`src/hw/rtl/f12rdl_pkg.sv`:
```
package f12rdl_pkg;

   // result kinds carried on rsp_tuser
   typedef enum logic [1:0] {
      STAT_CHAR    = 2'd0,
      STAT_END     = 2'd1,
      STAT_BAD_GEO = 2'd2
   } status_type;

   // configuration register indexes
   typedef enum logic [2:0] {
      CSR_SECTOR_BYTES   = 3'd0,
      CSR_RESERVED_SECTS = 3'd1,
      CSR_FAT_COPIES     = 3'd2,
      CSR_SECTORS_PER_FAT = 3'd3,
      CSR_ROOT_LIMIT     = 3'd4,
      CSR_IMAGE_LENGTH   = 3'd5
   } csr_index_type;

   // sequencer states
   typedef enum logic [2:0] {
      ST_IDLE,
      ST_MUL_FAT,
      ST_MUL_SECT,
      ST_CHECK_GEO,
      ST_DECIDE,
      ST_NAME,
      ST_STATUS
   } state_type;

   // name scan slots: eight base bytes, dot, three extension bytes
   localparam int NAME_SLOTS = 12;
   localparam int BASE_BYTES = 8;
   localparam int EXT_BYTES  = 3;
   localparam logic [3:0] DOT_SLOT  = 4'd8;
   localparam logic [3:0] LAST_SLOT = 4'd11;

   // character and entry codes
   localparam logic [7:0] CHAR_SPACE   = 8'h20;
   localparam logic [7:0] CHAR_DEL     = 8'h7F;
   localparam logic [7:0] CHAR_DOT     = 8'h2E;
   localparam logic [7:0] ENTRY_FREE   = 8'h00;
   localparam logic [7:0] ENTRY_DELETED = 8'hE5;
   localparam int ATTR_VOLUME_BIT = 3;
   localparam int ATTR_DIR_BIT    = 4;

   // geometry limits
   localparam logic [15:0] SECTOR_MAX = 16'd4096;
   localparam int DIR_ENTRY_SHIFT = 5;

   // register reset values
   localparam logic [15:0] RST_SECTOR_BYTES = 16'd512;
   localparam logic [15:0] RST_RESERVED     = 16'd1;
   localparam logic [7:0]  RST_FAT_COPIES   = 8'd2;
   localparam logic [15:0] RST_SECT_PER_FAT = 16'd9;
   localparam logic [15:0] RST_ROOT_LIMIT   = 16'd224;
   localparam logic [31:0] RST_IMAGE_LENGTH = 32'd1474560;

   // printable test used on name bytes
   function automatic logic is_printable(input logic [7:0] b);
      return (b >= CHAR_SPACE) && (b < CHAR_DEL);
   endfunction

endpackage

```
`src/hw/rtl/fat12_root_dir_name_lister_top.sv`:
```
// FAT12 root-directory name lister
//
// req channel: one root-directory entry per transaction. tdata holds the
// base name, extension and attribute byte; tuser starts a new listing.
// rsp channel: one transaction per name character (tuser = char kind),
// tlast on the final character of a name; end of listing and bad geometry
// come as status transactions with tdata zero and tlast high.
// csr channel: register writes, taken at any time, meant while idle.
//
// Sequence: an entry holds req_tready low after acceptance through a decide
// step and then a 12-slot name scan at one slot per cycle while rsp is not
// stalled; an entry that reaches the entry limit adds one status slot. The
// first entry of a listing first adds a geometry check, which runs two
// products through one shared multiply-add unit and then a compare. An entry
// that arrives after the listing has finished is dropped.
// A stalled rsp holds the output register and freezes the name scan at a slot that gives a character.
// Reset loads the default boot-sector values and clears the listing state.
module fat12_root_dir_name_lister_top
   import f12rdl_pkg::*;
(
   input  logic         clock,
   input  logic         reset,
   // entry input
   input  logic         req_tvalid,
   output logic         req_tready,
   input  logic [95:0]  req_tdata,   // base_name[63:0], extension[87:64], attributes[95:88]
   input  logic         req_tuser,   // new_listing
   // result output
   output logic         rsp_tvalid,
   input  logic         rsp_tready,
   output logic [7:0]   rsp_tdata,   // name_char[7:0]
   output logic [1:0]   rsp_tuser,   // status[1:0]
   output logic         rsp_tlast,
   // register writes
   input  logic         csr_valid,
   output logic         csr_ready,
   input  logic [2:0]   csr_index,
   input  logic [31:0]  csr_data
);

   state_type    state_ff, state_in;

   logic [15:0]  sector_bytes_ff, sector_bytes_in;
   logic [15:0]  reserved_ff, reserved_in;
   logic [7:0]   fat_copies_ff, fat_copies_in;
   logic [15:0]  sect_per_fat_ff, sect_per_fat_in;
   logic [15:0]  root_limit_ff, root_limit_in;
   logic [31:0]  image_length_ff, image_length_in;

   logic [15:0]  entries_seen_ff, entries_seen_in;
   logic         finished_ff, finished_in;
   logic         limit_hit_ff, limit_hit_in;
   status_type   stat_code_ff, stat_code_in;
   logic [11:0]  mask_ff, mask_in;
   logic [3:0]   pos_ff, pos_in;

   logic [63:0]  base_ff, base_in;
   logic [23:0]  ext_ff, ext_in;
   logic [7:0]   attr_ff, attr_in;
   logic [41:0]  acc_ff, acc_in;

   logic         rsp_valid_ff, rsp_valid_in;
   logic [7:0]   rsp_data_ff, rsp_data_in;
   status_type   rsp_user_ff, rsp_user_in;
   logic         rsp_last_ff, rsp_last_in;

   // shared multiply-add unit
   logic [24:0]  op_a;
   logic [15:0]  op_b;
   logic [20:0]  op_add;
   logic [40:0]  prod;
   logic [41:0]  unit_out;

   // name scan helpers
   logic [7:0]   chars [NAME_SLOTS];
   logic [11:0]  mask_comb;
   logic         more_after;
   logic         slot_free;
   logic         geo_bad;
   logic [15:0]  seen_next;

   assign req_tready = (state_ff == ST_IDLE);
   assign csr_ready  = 1'b1;
   assign rsp_tvalid = rsp_valid_ff;
   assign rsp_tdata  = rsp_data_ff;
   assign rsp_tuser  = rsp_user_ff;
   assign rsp_tlast  = rsp_last_ff;

   // operand select for the multiply-add unit
   always_comb begin
      if (state_ff == ST_MUL_SECT) begin
         op_a   = acc_ff[24:0];
         op_b   = sector_bytes_ff;
         op_add = {root_limit_ff, {DIR_ENTRY_SHIFT{1'b0}}};
      end else begin
         op_a   = {17'd0, fat_copies_ff};
         op_b   = sect_per_fat_ff;
         op_add = {5'd0, reserved_ff};
      end
   end

   assign prod     = op_a * op_b;
   assign unit_out = {1'b0, prod} + {21'd0, op_add};

   assign geo_bad = (sector_bytes_ff == 16'd0) || (sector_bytes_ff > SECTOR_MAX) ||
                    (acc_ff > {10'd0, image_length_ff});
   assign seen_next = entries_seen_ff + 16'd1;
   assign slot_free = !rsp_valid_ff || rsp_tready;

   // characters of every scan slot
   always_comb begin
      for (int k = 0; k < BASE_BYTES; k++) begin
         chars[k] = base_ff[8*k +: 8];
      end
      chars[BASE_BYTES] = CHAR_DOT;
      for (int k = 0; k < EXT_BYTES; k++) begin
         chars[BASE_BYTES + 1 + k] = ext_ff[8*k +: 8];
      end
   end

   // which slots give a character
   always_comb begin
      logic name_ok;
      logic has_dot;
      logic stop;
      name_ok = (base_ff[7:0] != ENTRY_DELETED) && !attr_ff[ATTR_VOLUME_BIT];
      has_dot = name_ok && !attr_ff[ATTR_DIR_BIT] && (ext_ff[7:0] != CHAR_SPACE);
      mask_comb = '0;
      stop = 1'b0;
      for (int j = 0; j < BASE_BYTES; j++) begin
         if (base_ff[8*j +: 8] == CHAR_SPACE) stop = 1'b1;
         mask_comb[j] = name_ok && !stop && is_printable(base_ff[8*j +: 8]);
      end
      mask_comb[BASE_BYTES] = has_dot;
      stop = 1'b0;
      for (int j = 0; j < EXT_BYTES; j++) begin
         if (ext_ff[8*j +: 8] == CHAR_SPACE) stop = 1'b1;
         mask_comb[BASE_BYTES + 1 + j] = has_dot && !stop && is_printable(ext_ff[8*j +: 8]);
      end
   end

   // any character still to come after the current slot
   always_comb begin
      more_after = 1'b0;
      for (int k = 0; k < NAME_SLOTS; k++) begin
         if ((4'(k) > pos_ff) && mask_ff[k]) more_after = 1'b1;
      end
   end

   // sequencer, register writes and output register
   always_comb begin
      state_in        = state_ff;
      sector_bytes_in = sector_bytes_ff;
      reserved_in     = reserved_ff;
      fat_copies_in   = fat_copies_ff;
      sect_per_fat_in = sect_per_fat_ff;
      root_limit_in   = root_limit_ff;
      image_length_in = image_length_ff;
      entries_seen_in = entries_seen_ff;
      finished_in     = finished_ff;
      limit_hit_in    = limit_hit_ff;
      stat_code_in    = stat_code_ff;
      mask_in         = mask_ff;
      pos_in          = pos_ff;
      base_in         = base_ff;
      ext_in          = ext_ff;
      attr_in         = attr_ff;
      acc_in          = acc_ff;
      rsp_valid_in    = rsp_valid_ff;
      rsp_data_in     = rsp_data_ff;
      rsp_user_in     = rsp_user_ff;
      rsp_last_in     = rsp_last_ff;

      // register write transaction
      if (csr_valid) begin
         case (csr_index)
            CSR_SECTOR_BYTES:    sector_bytes_in = csr_data[15:0];
            CSR_RESERVED_SECTS:  reserved_in     = csr_data[15:0];
            CSR_FAT_COPIES:      fat_copies_in   = csr_data[7:0];
            CSR_SECTORS_PER_FAT: sect_per_fat_in = csr_data[15:0];
            CSR_ROOT_LIMIT:      root_limit_in   = csr_data[15:0];
            CSR_IMAGE_LENGTH:    image_length_in = csr_data;
            default: ;
         endcase
      end

      // output register drains on a taken transaction
      if (rsp_valid_ff && rsp_tready) rsp_valid_in = 1'b0;

      case (state_ff)
         ST_IDLE: begin
            if (req_tvalid) begin
               base_in = req_tdata[63:0];
               ext_in  = req_tdata[87:64];
               attr_in = req_tdata[95:88];
               if (req_tuser) begin
                  entries_seen_in = '0;
                  finished_in     = 1'b0;
                  state_in        = ST_MUL_FAT;
               end else if (finished_ff) begin
                  state_in = ST_IDLE;
               end else if (entries_seen_ff == 16'd0) begin
                  state_in = ST_MUL_FAT;
               end else begin
                  state_in = ST_DECIDE;
               end
            end
         end
         ST_MUL_FAT: begin
            acc_in   = unit_out;
            state_in = ST_MUL_SECT;
         end
         ST_MUL_SECT: begin
            acc_in   = unit_out;
            state_in = ST_CHECK_GEO;
         end
         ST_CHECK_GEO: begin
            if (geo_bad) begin
               stat_code_in = STAT_BAD_GEO;
               state_in     = ST_STATUS;
            end else begin
               state_in = ST_DECIDE;
            end
         end
         ST_DECIDE: begin
            if ((entries_seen_ff >= root_limit_ff) || (base_ff[7:0] == ENTRY_FREE)) begin
               stat_code_in = STAT_END;
               state_in     = ST_STATUS;
            end else begin
               entries_seen_in = seen_next;
               limit_hit_in    = (seen_next == root_limit_ff);
               mask_in         = mask_comb;
               pos_in          = '0;
               state_in        = ST_NAME;
            end
         end
         ST_NAME: begin
            if (!mask_ff[pos_ff] || slot_free) begin
               if (mask_ff[pos_ff]) begin
                  rsp_valid_in = 1'b1;
                  rsp_data_in  = chars[pos_ff];
                  rsp_user_in  = STAT_CHAR;
                  rsp_last_in  = !more_after;
               end
               if (pos_ff == LAST_SLOT) begin
                  if (limit_hit_ff) begin
                     stat_code_in = STAT_END;
                     state_in     = ST_STATUS;
                  end else begin
                     state_in = ST_IDLE;
                  end
               end else begin
                  pos_in = pos_ff + 4'd1;
               end
            end
         end
         ST_STATUS: begin
            if (slot_free) begin
               rsp_valid_in = 1'b1;
               rsp_data_in  = '0;
               rsp_user_in  = stat_code_ff;
               rsp_last_in  = 1'b1;
               finished_in  = 1'b1;
               state_in     = ST_IDLE;
            end
         end
         default: state_in = ST_IDLE;
      endcase
   end

   // control state and configuration registers
   always_ff @(posedge clock) begin
      if (reset) begin
         state_ff        <= ST_IDLE;
         sector_bytes_ff <= RST_SECTOR_BYTES;
         reserved_ff     <= RST_RESERVED;
         fat_copies_ff   <= RST_FAT_COPIES;
         sect_per_fat_ff <= RST_SECT_PER_FAT;
         root_limit_ff   <= RST_ROOT_LIMIT;
         image_length_ff <= RST_IMAGE_LENGTH;
         entries_seen_ff <= '0;
         finished_ff     <= 1'b0;
         limit_hit_ff    <= 1'b0;
         stat_code_ff    <= STAT_END;
         mask_ff         <= '0;
         pos_ff          <= '0;
         rsp_valid_ff    <= 1'b0;
      end else begin
         state_ff        <= state_in;
         sector_bytes_ff <= sector_bytes_in;
         reserved_ff     <= reserved_in;
         fat_copies_ff   <= fat_copies_in;
         sect_per_fat_ff <= sect_per_fat_in;
         root_limit_ff   <= root_limit_in;
         image_length_ff <= image_length_in;
         entries_seen_ff <= entries_seen_in;
         finished_ff     <= finished_in;
         limit_hit_ff    <= limit_hit_in;
         stat_code_ff    <= stat_code_in;
         mask_ff         <= mask_in;
         pos_ff          <= pos_in;
         rsp_valid_ff    <= rsp_valid_in;
      end
   end

   // payload registers
   always_ff @(posedge clock) begin
      base_ff     <= base_in;
      ext_ff      <= ext_in;
      attr_ff     <= attr_in;
      acc_ff      <= acc_in;
      rsp_data_ff <= rsp_data_in;
      rsp_user_ff <= rsp_user_in;
      rsp_last_ff <= rsp_last_in;
   end

endmodule

```
`config.mk`:
```
export PLATFORM = sky130hd
export DESIGN_NAME = fat12_root_dir_name_lister_top
export DESIGN_NICKNAME = d
export VERILOG_FILES = /design/src/hw/rtl/f12rdl_pkg.sv /design/src/hw/rtl/fat12_root_dir_name_lister_top.sv
export SDC_FILE = /design/constraint.sdc
export NUM_CORES = 2
export LEC_CHECK = 0
export ABC_CLOCK_PERIOD_IN_PS = 14900
export BUFFER_PORTS_ARGS = -buffer_cell sky130_fd_sc_hd__buf_4
export CAP_MARGIN = 20
export CORE_ASPECT_RATIO = 0.8
export CORE_MARGIN = 5
export CORE_UTILIZATION = 40
export CTS_CLUSTER_DIAMETER = 30
export CTS_CLUSTER_SIZE = 12
export DETAILED_ROUTE_END_ITERATION = 8
export GPL_ROUTABILITY_DRIVEN = 1
export HOLD_SLACK_MARGIN = 0.05
export SKIP_CTS_REPAIR_TIMING = 1
export SLEW_MARGIN = 40
export SYNTH_ARGS = -nofsm -noshare
export SYNTH_HDL_FRONTEND = slang
export SYNTH_SLANG_ARGS = --single-unit
```
`constraint.sdc`:
```
create_clock -name clock -period 14.9 [get_ports clock]
set_input_delay 0 -clock clock [delete_from_list [all_inputs] [get_ports clock]]
set_output_delay 0 -clock clock [all_outputs]
set_load 0.02 [all_outputs]
```
# Word-level counts from Yosys, hierarchy flattened
# Cells that the tools add are included.
# totals
latch_bits	0
out_inout_bits	14
wordCells	274
memories	0
ramBits	0
reg_bits	290
rom_bits	0
inputBits	137
# op_classes
n_lt_le_gt_ge	39
mul	1
div	0
n_bitwise	2
n_addsub	3
n_shift	0
eq_ne	37
n_reduce_logical	95
mux	76
# ops
operator	n
8-bit by 6-bit == test with 1-bit output, second input constant	11
8-bit by 6-bit >= comparator with 1-bit output, second input constant	11
8-bit by 7-bit less-than comparator with 1-bit output, second input constant	11
16-bit 2-to-1 mux	4
1-bit logical AND	49
41-bit by 21-bit adder with 42-bit output	1
42-bit by 32-bit greater-than comparator with 1-bit output	1
25-bit by 16-bit multiplier with 41-bit output	1
8-bit 2-to-1 mux	5
1-bit 2-to-1 mux	33
8-bit binary-select mux with 4-bit select	1
16-bit logical NOT	2
16-bit case mux with 2 select lines	1
25-bit 2-to-1 mux	1
3-bit 2-to-1 mux	8
21-bit 2-to-1 mux	1
3-bit case mux with 7 select lines	1
2-bit 2-to-1 mux	10
2-bit inequality test, second input constant	10
4-bit AND reduction	5
16-bit by 1-bit adder with 16-bit output, second input constant	1
16-bit == test	1
16-bit >= comparator	1
16-bit by 13-bit greater-than comparator with 1-bit output, second input constant	1
other kinds (32)	82

# Longest topological paths before layout
# depth
word_depth	18
mapped_depth	30
mapped_depth_nobuf	25

# Least setup slack after synthesis
# Ideal clock, no wire load.
# synth_path
path_type	register to register
from	register state_ff[1]
to	register acc_ff[38], data pin
path_buffers	3
setup_time_ps	261
setup_slack_ps	7583
stages_incl_launch_ff	27
period_less_slack_ps	7317
arrival_ps	7056
required_time_ps	14639
path_cell_list	dfxtp_1 buf_2 nor2b_1 nor2b_1 buf_2 buf_2 mux2i_1 nor2_1 fa_1 inv_1 fa_1 fa_1 fa_1 inv_1 fa_1 inv_1 fa_1 inv_1 ha_1 nand3_1 nor2_1 a21oi_2 a2111oi_2 o21ai_1 o21ai_2 a211oi_1 a311o_1
# synth_via
elab_chain_cells	4
elab_cells_between_ends	6
classes_between	add/sub: 1; mul: 1; eq/ne: 1; mux: 3
# synth_rtl
item	line_no	text
start, declared	fat12_root_dir_name_lister_top.sv:41	state_type state_ff, state_in;
start signal, assigned	fat12_root_dir_name_lister_top.sv:289	state_ff <= state_in;
3-bit by 2-bit == test with 1-bit output (*)	fat12_root_dir_name_lister_top.sv:91	if (state_ff == ST_MUL_SECT) begin
25-bit 2-to-1 mux / 16-bit 2-to-1 mux (equally long branches)	fat12_root_dir_name_lister_top.sv:91	
25-bit by 16-bit multiplier with 41-bit output	fat12_root_dir_name_lister_top.sv:102	assign prod = op_a * op_b;
41-bit by 21-bit adder with 42-bit output (*)	fat12_root_dir_name_lister_top.sv:103	assign unit_out = {1'b0, prod} + {21'd0, op_add};
named net unit_out[38]	fat12_root_dir_name_lister_top.sv:72	logic [41:0] unit_out;
end signal, assigned	fat12_root_dir_name_lister_top.sv:311	acc_ff <= acc_in;
end, declared	fat12_root_dir_name_lister_top.sv:60	logic [41:0] acc_ff, acc_in;
# Mark *: on every way through the listed nets, which the timed path passes. The rest lies on a longest branch.
# A chain may end at the register's enable or synchronous reset.

# Final worst setup path
# Ends and elaborated chain as after synthesis.

==> results by group <==
Run status
  • Status: complete, no violations

Power and ir drop
  • Max IR drop VDD: 0.0000881 V
  • PD cells: about 74 nW/um2
  • Leakage dissipation: approximately 15 nW
  • NetSw: 0.000654 W
  • Clock share of power: 50.8%
  • Final Power: 0.00241 W
  • Logic pwr share: 10.6%
  • P_int: 0.00175 W
  • Switching part of the total power: 27.2%
  • Part of the power in registers: 38.6%

Synthesis
  • Syn_area_per_cell: 9.08 um2
  • Adder-cell share of the synthesized area: 33.1%
  • Sequential share of the synthesized area: 26.3%
  • Count of flip-flops with a built-in enable after synthesis: roughly 140
  • Multiplexer area fraction after synthesis: 3.44%
  • XOR/XNOR Fraction of Synth Area: 1.63%
  • Cells after synthesis: between 3000 and 4000
  • Simple-Gate Fraction of Synth Area: 18.3%
  • Post-Syn Area: 27300 um2
  • Synth async-reset ratio: 0%
  • Ys Warns: 0
  • Post-synth top flop: dfxtp_1
  • Yosys reg bits: 287
  • Yosys cell types: slightly below 80
  • Net Count, Synth: 3666
  • Largest family of logic cells by synthesized area: adder cells
  • Post-synthesis compound-gate area fraction: ~8.3%

Setup path
  • Kind of end point of the critical path: register
  • CP Launch Type: register
  • CP peak stage delay: 0.75 ns
  • Most used cell, CP: fa_1
  • CP Cell Sequence: nor2b_1, nor2b_4, buf_4, and2_1, nand2_1, fa_1, fa_1, fa_1, inv_1, fa_1, fa_1, inv_1, fa_1, inv_1, ha_1, o21ai_0, a21oi_1, nor2_1, a2111oi_2, o21ai_1, o21ai_2, a211oi_1, a311o_1
  • Crit-path max FO: 101
  • Worst Path Arrival: 9.64 ns
  • Critical Path Source: state_ff[1]
  • CP max stage cell: buf_4
  • WP data required: around 15 ns
  • Reg2reg start: state_ff[1]
  • Crit path kind: reg2reg

Hold path
  • Worst Hold Class: in2reg
  • Worst Hold Launch: csr_index[2]

Die
  • Die height: roughly 240 um
  • # IOs: about 150
  • CORE AREA: 67500 um2
  • DIE WIDTH: ~300 um
  • Row Count: 85
  • Area of the die: roughly 74000 um2
  • Initial core utilization: 40.5%

Place
  • Number of buffers inserted by port buffering: 143
  • Final GP Congestion: between 0.8 and 0.9
  • Inst Count DP: between 3000 and 4000
  • Dpl hpwl: 60200 um

Global routing
  • Vias in the first global route: 21000
  • Total gr overflow: 0
  • Largest net degree at the start of global routing: 102
  • Total track usage: 21.6%
  • First-pass GRT wire length: ~120000 um
  • Initial antenna violation count: 1

Finish
  • Final net count: around 3900
  • Area grow syn2layout: 19.3%
  • Share of cells above drive strength 1: 10.2%
  • Commonest non-fill, non-tap cell in the layout: nand2_1
  • Most frequent cells in the layout: nand2_1 (550), inv_1 (495), fa_1 (342)
  • Fin cells: 4203

Drt
  • Drt total wl: around 81000 um
  • Post-route DRC violation count: 0
  • Drt first pass iters: 6
  • Detailed Route Iter0 Violations: 1816
  • DR vias: 22000
  • Vias/cell: between 5 and 6
  • Post-route ant nets: 0
  • Wire per inst: roughly 19 um

Timing
  • Final Hold Vio Count: 0
  • Final setup fails: 0
  • Post-route minimum period: a little over 9 ns
  • Final Slew Violations: 0
  • Slew headroom: a little under half
  • Worst-margin pin slew: 0.822 ns
  • Final worst-path cycle share: 62.5%
  • Fmax: 107 MHz
  • Total negative slack: 0 ns
  • Fin Hold WS: 0.0451 ns
  • Clock skew: 0.0521 ns
  • RSZ-0062 raised after global routing: no

Clocking
  • H-tree Lvls: 2
  • Skew-Pair Late Insertion Delay: 0.61 ns
  • Clk buf depth: 3
  • CTS tree: built
  • Clk pin slew, worst setup/hold paths: 0.06 ns
  • Clock Sinks: around 290
  • Clock Root Buffer: clkbuf_16
  • Cts bufs inserted: 52

Run
  • MaxCap Viol Count: 0
[cells in the mapped netlist (4+ instances only)]
| cell type | count | area share [%] |
|---|---|---|
| edfxtp_1 | 143 | 16 |
| a31oi_1 | 20 | 0.46 |
| o21bai_1 | 6 | 0.16 |
| a211oi_1 | 11 | 0.30 |
| ha_1 | 176 | 8.1 |
| a21oi_1 | 180 | 3.3 |
| xor2_1 | 12 | 0.38 |
| and2_1 | 25 | 0.57 |
| nand3_1 | 64 | 1.2 |
| nor4b_1 | 8 | 0.26 |
| nand4_1 | 25 | 0.57 |
| nand2_1 | 550 | 7.6 |
| nor2_1 | 140 | 1.9 |
| o22ai_1 | 14 | 0.32 |
| and3_1 | 109 | 2.5 |
| nor3_1 | 24 | 0.44 |
| a21o_1 | 35 | 0.96 |
| mux4_2 | 16 | 1.3 |
| o311ai_0 | 5 | 0.16 |
| o22a_1 | 4 | 0.13 |
| mux2i_1 | 49 | 1.8 |
| o21ai_0 | 40 | 0.73 |
| nor2b_1 | 17 | 0.39 |
| a311oi_1 | 4 | 0.13 |
| and4_1 | 5 | 0.16 |
| or3_1 | 15 | 0.34 |
| or4_1 | 8 | 0.22 |
| buf_1 | 8 | 0.11 |
| buf_2 | 16 | 0.29 |
| xnor2_1 | 39 | 1.2 |
| or2_2 | 17 | 0.39 |
| dfxtp_1 | 144 | 11 |
| nand3b_1 | 15 | 0.41 |
| inv_1 | 495 | 6.8 |
| nand2b_1 | 17 | 0.39 |
| a211o_1 | 4 | 0.13 |
| clkbuf_1 | 119 | 1.6 |
| nor4_1 | 21 | 0.48 |
| fa_1 | 342 | 25 |
[path summary, 6_finish.rpt]
| path | to | slack [ns] | cells after the start |
|---|---|---|---|
| max reg2reg | acc_ff[38] | 5.59 | 23 |
| max | acc_ff[38] | 5.59 | 23 |
| min | image_length_ff[4] | 0.05 | 5 |
| min reg2reg | reserved_ff[8] | 0.45 | 2 |
[through the flow]
| step | utilization [%] | setup slack, ns | cell area, um2 |
|---|---|---|---|
| floorplan | - | 7.58 | 27300 |
| global placement | 43.4 | 5.70 | 29300 |
| detailed placement | 43.4 | 5.61 | 29300 |
| CTS | 46.1 | 5.54 | 31100 |
| global route | 48.3 | 5.10 | 32600 |
| finish | 48.3 | 5.59 | 32600 |
[critical path, delay by kind of cell, from the launching register on]
family,cells,cell delay [ns]
adders and majority gates,7,3.53
DFF,1,0.51
AOI/OAI and AO/OA,7,2.06
buffers and inverters,4,0.91
and+or+nand+nor,5,1.98
[flip-flops by register name, indices dropped and copies added (netlist names), 12 cells and up]
signal / flops
acc_ff: 42
ext_ff: 24
sector_bytes_ff: 16
mask_ff: 12
base_ff: 64
sect_per_fat_ff: 16
entries_seen_ff: 16
root_limit_ff: 16
reserved_ff: 16
image_length_ff: 32
[layout make-up]
cell class              instances  area [um2]
fillers                      6323       34900
multi-input cells            2081       17800
flip-flops and latches        287        7180
repair buffers                327        2830
inverters                     497        1870
clock buffers                  58        1360
well taps                     913        1140
clock inverters                39         474
diodes                          1        2.50
[layer usage]
metal,up-vias,part of all wire [%],global-route usage [%]
met2,774,42,30.6
li1,10300,-,-
met3,80,8.2,4.27
met5,-,0,0
met1,10800,48,34.4
met4,0,1.2,3.25
[power by group through the flow]
| stage | Combinational, W | Sequential (W) | Clock [W] |
|---|---|---|---|
| 2_1_floorplan | 0.000134 | 0.000917 | 0 |
| 3_3_place_gp | 0.000220 | 0.000942 | 0 |
| 3_5_place_dp | 0.000222 | 0.000942 | 0 |
| 4_1_cts | 0.000224 | 0.000926 | 0.00124 |
| 5_1_grt | 0.000281 | 0.000931 | 0.00128 |
| 6_report | 0.000255 | 0.000928 | 0.00122 |
[cell families (layout without fill, tap and decap cells)]
kind of cell             count (synthesis)  in the layout
AO/OA/AOI/OAI                          368            368
adder cells (fa/ha/maj)                518            518
multiplexers                            69             69
AND/OR/NAND/NOR                       1074           1074
XOR/XNOR                                51             51
other                                    1              2
flip-flops                             287            287
buffers and inverters                  643            921
(Power assumes the default switching activity.)
